**src/hw/rtl/wave_grid_stencil_step_defines.svh**
```systemverilog
// Assertion macros shared by the wave grid stencil step block.
`ifndef WAVE_GRID_STENCIL_STEP_DEFINES_SVH
`define WAVE_GRID_STENCIL_STEP_DEFINES_SVH

// Checks that a condition implies a consequence on the same clock edge.
`define WGS_ASSERT_IMP(label, clk, rst_n, cond, cons, msg) \
	label: assert property (@(posedge clk) disable iff (!rst_n) (cond) |-> (cons)) \
		else $error(msg);

// Checks that a condition implies a consequence on the next clock edge.
`define WGS_ASSERT_NEXT(label, clk, rst_n, cond, cons, msg) \
	label: assert property (@(posedge clk) disable iff (!rst_n) (cond) |=> (cons)) \
		else $error(msg);

`endif

```
**src/hw/rtl/wgs_pkg.sv**
```systemverilog
// Package with types, constants and helper functions of the wave grid stencil step block.
`timescale 1ns / 1ps
package wgs_pkg;
	localparam int GRID_SIZE = 128;
	localparam int CW = $clog2(GRID_SIZE);
	localparam int CELLS = GRID_SIZE * GRID_SIZE;
	localparam int AW = 2 * CW;

	localparam logic [1:0] CMD_DISTURB = 2'd0;
	localparam logic [1:0] CMD_STEP = 2'd1;
	localparam logic [1:0] CMD_READ = 2'd2;

	localparam logic [1:0] REG_TIME_STEP = 2'd0;
	localparam logic [1:0] REG_BARRIER = 2'd1;
	localparam logic [1:0] REG_SLIT = 2'd2;

	typedef enum logic [3:0] {
		ST_CLEAR,
		ST_IDLE,
		ST_DISTURB,
		ST_READ,
		ST_FIELD,
		ST_PASS_A,
		ST_PASS_B,
		ST_DRAIN,
		ST_RESULT
	} state_t;

	// Sweep operations that the datapath performs on the cell under the address.
	typedef enum logic [2:0] {
		OP_NONE,
		OP_CLEAR,
		OP_DISTURB,
		OP_READ,
		OP_FIELD,
		OP_DIFF1,
		OP_DIFF2
	} op_t;

	typedef struct packed {
		op_t op;
		logic axis;
		logic [CW-1:0] x;
		logic [CW-1:0] y;
		logic capture;
	} cmd_t;

	typedef struct packed {
		logic idle;
		logic result_valid;
	} status_t;

	function automatic logic signed [31:0] sat32(input logic signed [33:0] v);
		logic signed [31:0] r;
		if (v > 34'sh0_7FFF_FFFF) r = 32'sh7FFF_FFFF;
		else if (v < -34'sh0_8000_0000) r = 32'sh8000_0000;
		else r = v[31:0];
		return r;
	endfunction

	// Half difference, rounded toward minus infinity; the result always fits in 32 bits.
	function automatic logic signed [31:0] half_diff(input logic signed [31:0] a,
			input logic signed [31:0] b);
		logic signed [32:0] d;
		d = 33'(a) - 33'(b);
		return d[32:1];
	endfunction
endpackage

```
**src/hw/rtl/wgs_control.sv**
```systemverilog
// Controller state machine that sequences the sweeps of the wave grid stencil step block.
`timescale 1ns / 1ps
module wgs_control (
	input logic clk,
	input logic arst_n,
	input logic in_fire,
	input logic [1:0] cmd,
	input logic [6:0] pos_x,
	input logic [6:0] pos_y,
	input logic [7:0] rect_width,
	input logic [7:0] rect_length,
	input logic out_fire,
	output wgs_pkg::cmd_t cmd_c,
	output wgs_pkg::status_t status
);
	import wgs_pkg::*;

	state_t state_q, state_d;
	state_t ret_q, ret_d;
	logic [CW:0] i_q, i_d, j_q, j_d;
	logic [7:0] w_q, l_q;
	logic [CW-1:0] px_q, py_q;
	logic signed [9:0] x0_q, y0_q;
	logic axis_q, axis_d;
	logic [1:0] drain_q, drain_d;
	logic rv_q, rv_d;
	logic [1:0] op_q;

	always_ff @(posedge clk or negedge arst_n) begin
		if (!arst_n) begin
			state_q <= ST_CLEAR;
			ret_q <= ST_IDLE;
			i_q <= '0;
			j_q <= '0;
			axis_q <= 1'b0;
			drain_q <= '0;
			rv_q <= 1'b0;
		end else begin
			state_q <= state_d;
			ret_q <= ret_d;
			i_q <= i_d;
			j_q <= j_d;
			axis_q <= axis_d;
			drain_q <= drain_d;
			rv_q <= rv_d;
		end
	end

	always_ff @(posedge clk) begin
		if (in_fire) begin
			w_q <= rect_width;
			l_q <= rect_length;
			px_q <= pos_x;
			py_q <= pos_y;
			x0_q <= 10'(pos_x) - 10'(rect_width >> 1);
			y0_q <= 10'(pos_y) - 10'(rect_length >> 1);
			op_q <= cmd;
		end
	end

	logic signed [9:0] dx, dy;
	logic dvalid;
	always_comb begin
		dx = x0_q + 10'(i_q);
		dy = y0_q + 10'(j_q);
		dvalid = dx >= 0 && dx < GRID_SIZE && dy >= 0 && dy < GRID_SIZE;
	end

	logic sweep_end;
	assign sweep_end = (i_q == (CW+1)'(GRID_SIZE - 1)) && (j_q == (CW+1)'(GRID_SIZE - 1));

	always_comb begin
		state_d = state_q;
		ret_d = ret_q;
		i_d = i_q;
		j_d = j_q;
		axis_d = axis_q;
		drain_d = drain_q;
		rv_d = rv_q;
		cmd_c = '0;
		cmd_c.op = OP_NONE;
		cmd_c.x = i_q[CW-1:0];
		cmd_c.y = j_q[CW-1:0];
		cmd_c.axis = axis_q;
		status.idle = (state_q == ST_IDLE);
		status.result_valid = rv_q;
		if (out_fire) rv_d = 1'b0;
		case (state_q)
			ST_CLEAR: begin
				cmd_c.op = OP_CLEAR;
				if (sweep_end) begin
					i_d = '0; j_d = '0;
					drain_d = 2'd3;
					ret_d = ST_IDLE;
					state_d = ST_DRAIN;
				end else if (j_q == (CW+1)'(GRID_SIZE - 1)) begin
					j_d = '0; i_d = i_q + 1'b1;
				end else j_d = j_q + 1'b1;
			end
			ST_IDLE: begin
				if (in_fire) begin
					i_d = '0; j_d = '0; axis_d = 1'b0;
					case (cmd)
						CMD_DISTURB: state_d = ST_DISTURB;
						CMD_STEP: state_d = ST_FIELD;
						default: state_d = ST_READ;
					endcase
				end
			end
			ST_READ: begin
				// The output registers are reloaded only once the waiting item is taken.
				if (!rv_q || out_fire) begin
					cmd_c.op = (op_q == CMD_READ) ? OP_READ : OP_NONE;
					cmd_c.x = px_q;
					cmd_c.y = py_q;
					cmd_c.capture = 1'b1;
					drain_d = 2'd2;
					ret_d = ST_RESULT;
					state_d = ST_DRAIN;
				end
			end
			ST_DISTURB: begin
				if (w_q == 8'd0 || l_q == 8'd0) begin
					state_d = ST_READ;
				end else begin
					cmd_c.op = dvalid ? OP_DISTURB : OP_NONE;
					cmd_c.x = dx[CW-1:0];
					cmd_c.y = dy[CW-1:0];
					if (9'(j_q) + 9'd1 < 9'(l_q)) j_d = j_q + 1'b1;
					else begin
						j_d = '0; i_d = i_q + 1'b1;
						if (9'(i_q) + 9'd1 >= 9'(w_q)) state_d = ST_READ;
					end
				end
			end
			ST_FIELD, ST_PASS_A, ST_PASS_B: begin
				cmd_c.op = (state_q == ST_FIELD) ? OP_FIELD :
					(state_q == ST_PASS_A) ? OP_DIFF1 : OP_DIFF2;
				if (sweep_end) begin
					i_d = '0; j_d = '0;
					drain_d = 2'd3;
					state_d = ST_DRAIN;
					// Step order: field, then passes A and B along y, then along x.
					case (state_q)
						ST_FIELD: ret_d = ST_PASS_A;
						ST_PASS_A: ret_d = ST_PASS_B;
						default: begin
							if (axis_q) ret_d = ST_READ;
							else begin
								ret_d = ST_PASS_A;
								axis_d = 1'b1;
							end
						end
					endcase
				end else if (j_q == (CW+1)'(GRID_SIZE - 1)) begin
					j_d = '0; i_d = i_q + 1'b1;
				end else j_d = j_q + 1'b1;
			end
			ST_DRAIN: begin
				// Wait for writes in flight before the next sweep reads them.
				if (drain_q == 2'd0) state_d = ret_q;
				else drain_d = drain_q - 1'b1;
			end
			ST_RESULT: begin
				rv_d = 1'b1;
				state_d = ST_IDLE;
			end
			default: state_d = ST_IDLE;
		endcase
	end
endmodule

```
**config.mk**
```make
export PLATFORM = sky130hd
export DESIGN_NAME = wgs_control
export DESIGN_NICKNAME = d
export VERILOG_FILES = /design/src/hw/rtl/wave_grid_stencil_step_defines.svh /design/src/hw/rtl/wgs_pkg.sv /design/src/hw/rtl/wgs_control.sv
export SDC_FILE = /design/constraint.sdc
export NUM_CORES = 1
export LEC_CHECK = 0
export ABC_CLOCK_PERIOD_IN_PS = 7550
export BUFFER_PORTS_ARGS = -buffer_cell sky130_fd_sc_hd__buf_2
export CAP_MARGIN = 10
export CORE_MARGIN = 4
export CORE_UTILIZATION = 50
export CTS_CLUSTER_SIZE = 30
export DETAILED_ROUTE_END_ITERATION = 10
export PLACE_DENSITY = 0.8
export RECOVER_POWER = 50
export SETUP_SLACK_MARGIN = 0.4
export SLEW_MARGIN = 5
export SYNTH_ARGS = -nofsm -noshare
export SYNTH_HDL_FRONTEND = slang
export SYNTH_SLANG_ARGS = --single-unit
```
**constraint.sdc**
```tcl
create_clock -name clk -period 7.55 [get_ports clk]
set_input_delay 0.755 -clock clk [delete_from_list [all_inputs] [get_ports clk]]
set_output_delay 0.755 -clock clk [all_outputs]
set_load 0.02 [all_outputs]
```
# Yosys cells after proc, flatten, opt, wreduce, memory -nomap -nowiden
# Cells that the tools add are included.
[classes]
n_eq_ne = 25
muxes = 47
magnitude_cmp = 6
n_reduce_logical = 26
n_addsub = 9
[ops]
columns = ["op", "n"]
rows = [
  ["8-bit two-way mux", 9],
  ["8-bit one-hot mux with 3 select lines", 2],
  ["4-bit two-way mux", 10],
  ["14-bit one-hot mux with 2 select lines", 1],
  ["10-bit by 8-bit adder with 10-bit output", 2],
  ["10-bit by 1-bit greater-or-equal comparator with 1-bit output (second input constant)", 2],
  ["10-bit by 9-bit less-than comparator with 1-bit output (second input constant)", 2],
  ["4-bit one-hot mux with 5 select lines", 1],
  ["8-bit by 1-bit adder with 9-bit output (second input constant)", 2],
  ["2-bit two-way mux", 9],
  ["2-bit inequality test (second input constant)", 9],
  ["8-bit by 1-bit adder with 8-bit output (second input constant)", 2],
  ["4-bit by 3-bit == test with 1-bit output (second input constant)", 4],
  ["8-bit by 7-bit == test with 1-bit output (second input constant)", 2],
  ["8-bit logical NOT", 2],
  ["7-bit by 7-bit subtractor with 8-bit output", 2],
  ["15-bit two-way mux", 1],
  ["14-bit two-way mux", 1],
  ["3-bit one-hot mux with 2 select lines", 2],
  ["3-bit one-hot mux with 4 select lines", 1],
  ["4-bit one-hot mux with 3 select lines", 1],
  ["4-bit AND reduction", 3],
  ["9-bit by 8-bit greater-or-equal comparator with 1-bit output", 1],
  ["9-bit by 8-bit less-than comparator with 1-bit output", 1],
  ["other kinds (26)", 41],
]
[totals]
out_inout_bits = 21
word_cells = 127
regBits = 80
input_bits = 36

# Depth between registers and ports, before layout
[logic_depth]
word_depth = 8
ltp_mapped = 11
depth_no_buf = 11

# Worst setup path before layout
# OpenSTA, ideal clock, no wires.
[synth_path]
kind = "register to output"
from = "register j_q[0]"
to = "output port cmd_c[17] in the netlist's numbering"
setup_slack_ps = 4404
required_ps = 6795
n_path_buf = 0
arrival_ps = 2391
stages_incl_launch_ff = 10
path_cell_list = "dfrtp_1 -> ha_1 -> inv_1 -> fa_1 -> nor2b_1 -> o31a_1 -> o31ai_1 -> nand3b_1 -> a2111oi_0 -> a2bb2oi_1"
[synth_rtl]
columns = ["item", "line", "text"]
rows = [
  ["from (decl)", "wgs_control.sv:20", "logic [CW:0] i_q, i_d, j_q, j_d;"],
  ["from (signal assigned)", "wgs_control.sv:42", "j_q <= j_d;"],
  ["to (decl)", "wgs_control.sv:13", "output wgs_pkg::cmd_t cmd_c,"],
]

==> impl_results.md <==
* Outcome: finished, violations left
* Failing checks: max-capacitance violations, max-slew violations
* CP Data Arrival Time at roughly 3300 ps
* Sw Ratio at 0.265
* Clock skew at just over 10 ps
* Largest net degree at the start of global routing at 52
* Number of synthesized flops with an enable pin at 48
* Sink Count at 76
* Final worst path period need at a little over 4000 ps
* Area occupied by multi-input gates at 0.00288 sq mm
* P_int at 0.685 mW
* Setup TNS Final at 0 ps
* Worst Setup SP: j_q[0]
* Layout cells sized above 1 at 0.116
* End of the critical path: cmd_c[17]
* Port bufs at between 50 and 60
* Initial DRT Pass Iterations at 5
* R2r setup slk at ~4500 ps
* Slew Viols, Final at 81
* Power Density at between 150 and 200 mW/mm^2
* Final GP Congestion at 0.866
* Synth top area share at 0.270
* Peak supply drop at a little over 0.0001 V
* Worst-path maximum fanout at 7
* Num rows at 37
* DP Wirelength at just over 9000 um
* Seq cells post-synth at 76
* Most common cell in the netlist: inv_1
* Post-Syn Area per Cell at ~10 sq um
* Max Cap Viol at 2
* Core area at between 0.01 and 0.015 sq mm
* Period utilisation layout at 0.539
* Commonest cells post-synth: 56 x inv_1, 50 x ha_1, 48 x edfxtp_1
* First-pass GRT wire length at approximately 21000 um
* Synth top area cells: edfxtp_1 27%, dfrtp_1 13%, ha_1 12%, inv_1 3.9%, o21ai_0 3.9%
* Number of DRC markers in iteration 0 at 323
* Fmax at about 250 MHz
* Clock share of power at 0.327
* Worst path cell trace: ha_1 -> inv_1 -> fa_1 -> nor2b_1 -> o31a_1 -> o31ai_1 -> nand3b_1 -> a2111oi_0 -> a2bb2oi_1 -> buf_2
* Htree depth at 3
* Die H at around 110 um
* CTS tree: built
* Drt drc at 0
* Hold WC Path Type: reg2reg
* Initial antenna violation count at 0
* Clk Latency, worst-skew pair at roughly 360 ps
* Reg area at 0.00214 sq mm
* WS Path Type: reg2out
* Reg2reg end: i_q[0]
* Slowest cell on the critical path: a2111oi_0
* Num CTS Buffers at 9
* Critical Path RT at ~6800 ps
* Via count at around 4300
* Via/cell ratio at approximately 6
* Total gr overflow at 0
* Synth cell types at between 70 and 80
* Synth Cell Area at approximately 0.0053 sq mm
* Vias in the first global route at 4371
* Fin util at 0.565
* Total track usage at 0.205
* Post-synth ARST share at 0.368
* Rel. slew slack at -0.893
* Critical path endpoint category: primary output
* Yosys warning count at 0
* Layout area overhead at 9.88%
* CTS Hold Bufs at 0
* Register area share after synthesis at 0.402
* Clk slew on worst S/H paths at 80 ps
* Ports at 57
* R2R cell count at 10
* Syn_nets at 618
* Drt total wl at 12300 um
* Antenna cells at 0
* Post-CTS Setup Inserts at 0
* Logic pwr share at 0.147
* Post-cts sizing count at 0
* Initial Util at 0.514
* Max incr delay on CP at roughly 670 ps
* Clock Path Buffers at 2
* CP startpoint kind: flop
* Die area at between 0.01 and 0.015 sq mm
* Setup violators final at 0
* DRT antenna net count at 0
* Net Switching at around 0.25 mW
* Post-Syn Instances at about 530
* Nets at 670
* Drt wl/cell at 17.1 um
* RSZ-0062 raised after global routing: no
* Root Buffer: clkbuf_8
* Chip width at about 110 um
* Cell taking the most area after synthesis: edfxtp_1
* RR Startpoint: j_q[0]
* Fin. Hold Viols at 0
* Fillers at 910
* Top FF cell, synth: edfxtp_1
* Worst Tran Pin Value at approximately 2800 ps
* Sequential Power Share at 0.526
* Leak at roughly 2.6 nW
## worst min path at each step
stage	startpoint	to	slack, ps	cells past startpoint
2_1_floorplan	arst_n	axis_q	460	0
3_3_place_gp	ret_q[0]	ret_q[0]	480	2
3_5_place_dp	ret_q[0]	ret_q[0]	500	2
4_1_cts	arst_n	rv_q	430	1
5_1_grt	drain_q[1]	drain_q[1]	540	1
6_report	ret_q[0]	ret_q[0]	500	2
## kinds of logic after synthesis
kind of cell               Yosys count  share of synthesized area
DFF                                 76                      0.402
buffers and inverters               75                     0.0575
AOI/OAI and AO/OA                  162                      0.217
and+or+nand+nor                    128                      0.134
adders and majority gates           54                      0.132
muxes                                4                    0.00915
xor gates and xnor gates            29                     0.0477
## layout by cell type, fill, tap and decap left out, types with 12 or more instances in the layout
cell type / count
a21oi_1: 25
nor2_1: 28
nor2b_1: 12
clkbuf_1: 28
o21ai_0: 42
a21o_1: 13
buf_2: 30
xnor2_1: 19
edfxtp_1: 48
ha_1: 50
inv_1: 56
nand2_1: 27
dfrtp_1: 27
nand3_1: 16
## sequential cells by signal, indices dropped and copies added, names as in the netlist
signal / count
i_q: 8
op_q: 2
axis_q: 1
state_q: 4
l_q: 8
rv_q: 1
py_q: 7
px_q: 7
y0_q: 8
x0_q: 8
ret_q: 4
drain_q: 2
j_q: 8
w_q: 8
## stage by stage
stage	setup slack [ps]	cells	power, mW	hold WS (ps)	instance area (sq um)
3_3_place_gp	3920	705	0.624	475	5710
6_report	3480	721	0.931	503	5860
4_1_cts	3460	721	0.936	430	5890
2_1_floorplan	4400	528	0.585	459	5330
3_5_place_dp	3890	705	0.634	496	5710
5_1_grt	3170	721	0.976	539	5860
## final cells by class
cell class,count,area share
timing repair buffer,59,0.0455
sequential,76,0.366
clock inverter,6,0.00940
multi-input combinational,377,0.492
tap,136,0.0291
inverter,57,0.0365
clock buffer,10,0.0218
## routing by layer
metal	wire, um	part of all wire	up-vias	track usage
met1	5480	0.44	2068	0.262
li1	-	-	2043	-
met3	529	0.043	27	0.0289
met5	0	0	-	0
met4	386	0.031	0	0.0916
met2	5930	0.48	135	0.346
## power groups by stage
stage | logic [mW] | registers [mW] | clock network, mW
global placement | 0.127 | 0.496 | 0
global route | 0.155 | 0.492 | 0.329
finish | 0.137 | 0.489 | 0.305
floorplan | 0.0935 | 0.492 | 0
CTS | 0.139 | 0.488 | 0.309
detailed placement | 0.137 | 0.497 | 0
## critical path: cells and delay by family, from the launching register on
family | cells | cell delay, ps
buf+inv | 2 | 260
flops | 1 | 470
simple gates | 2 | 360
fa+ha+maj | 2 | 620
compound gates | 4 | 1240
(Power assumes the default switching activity.)
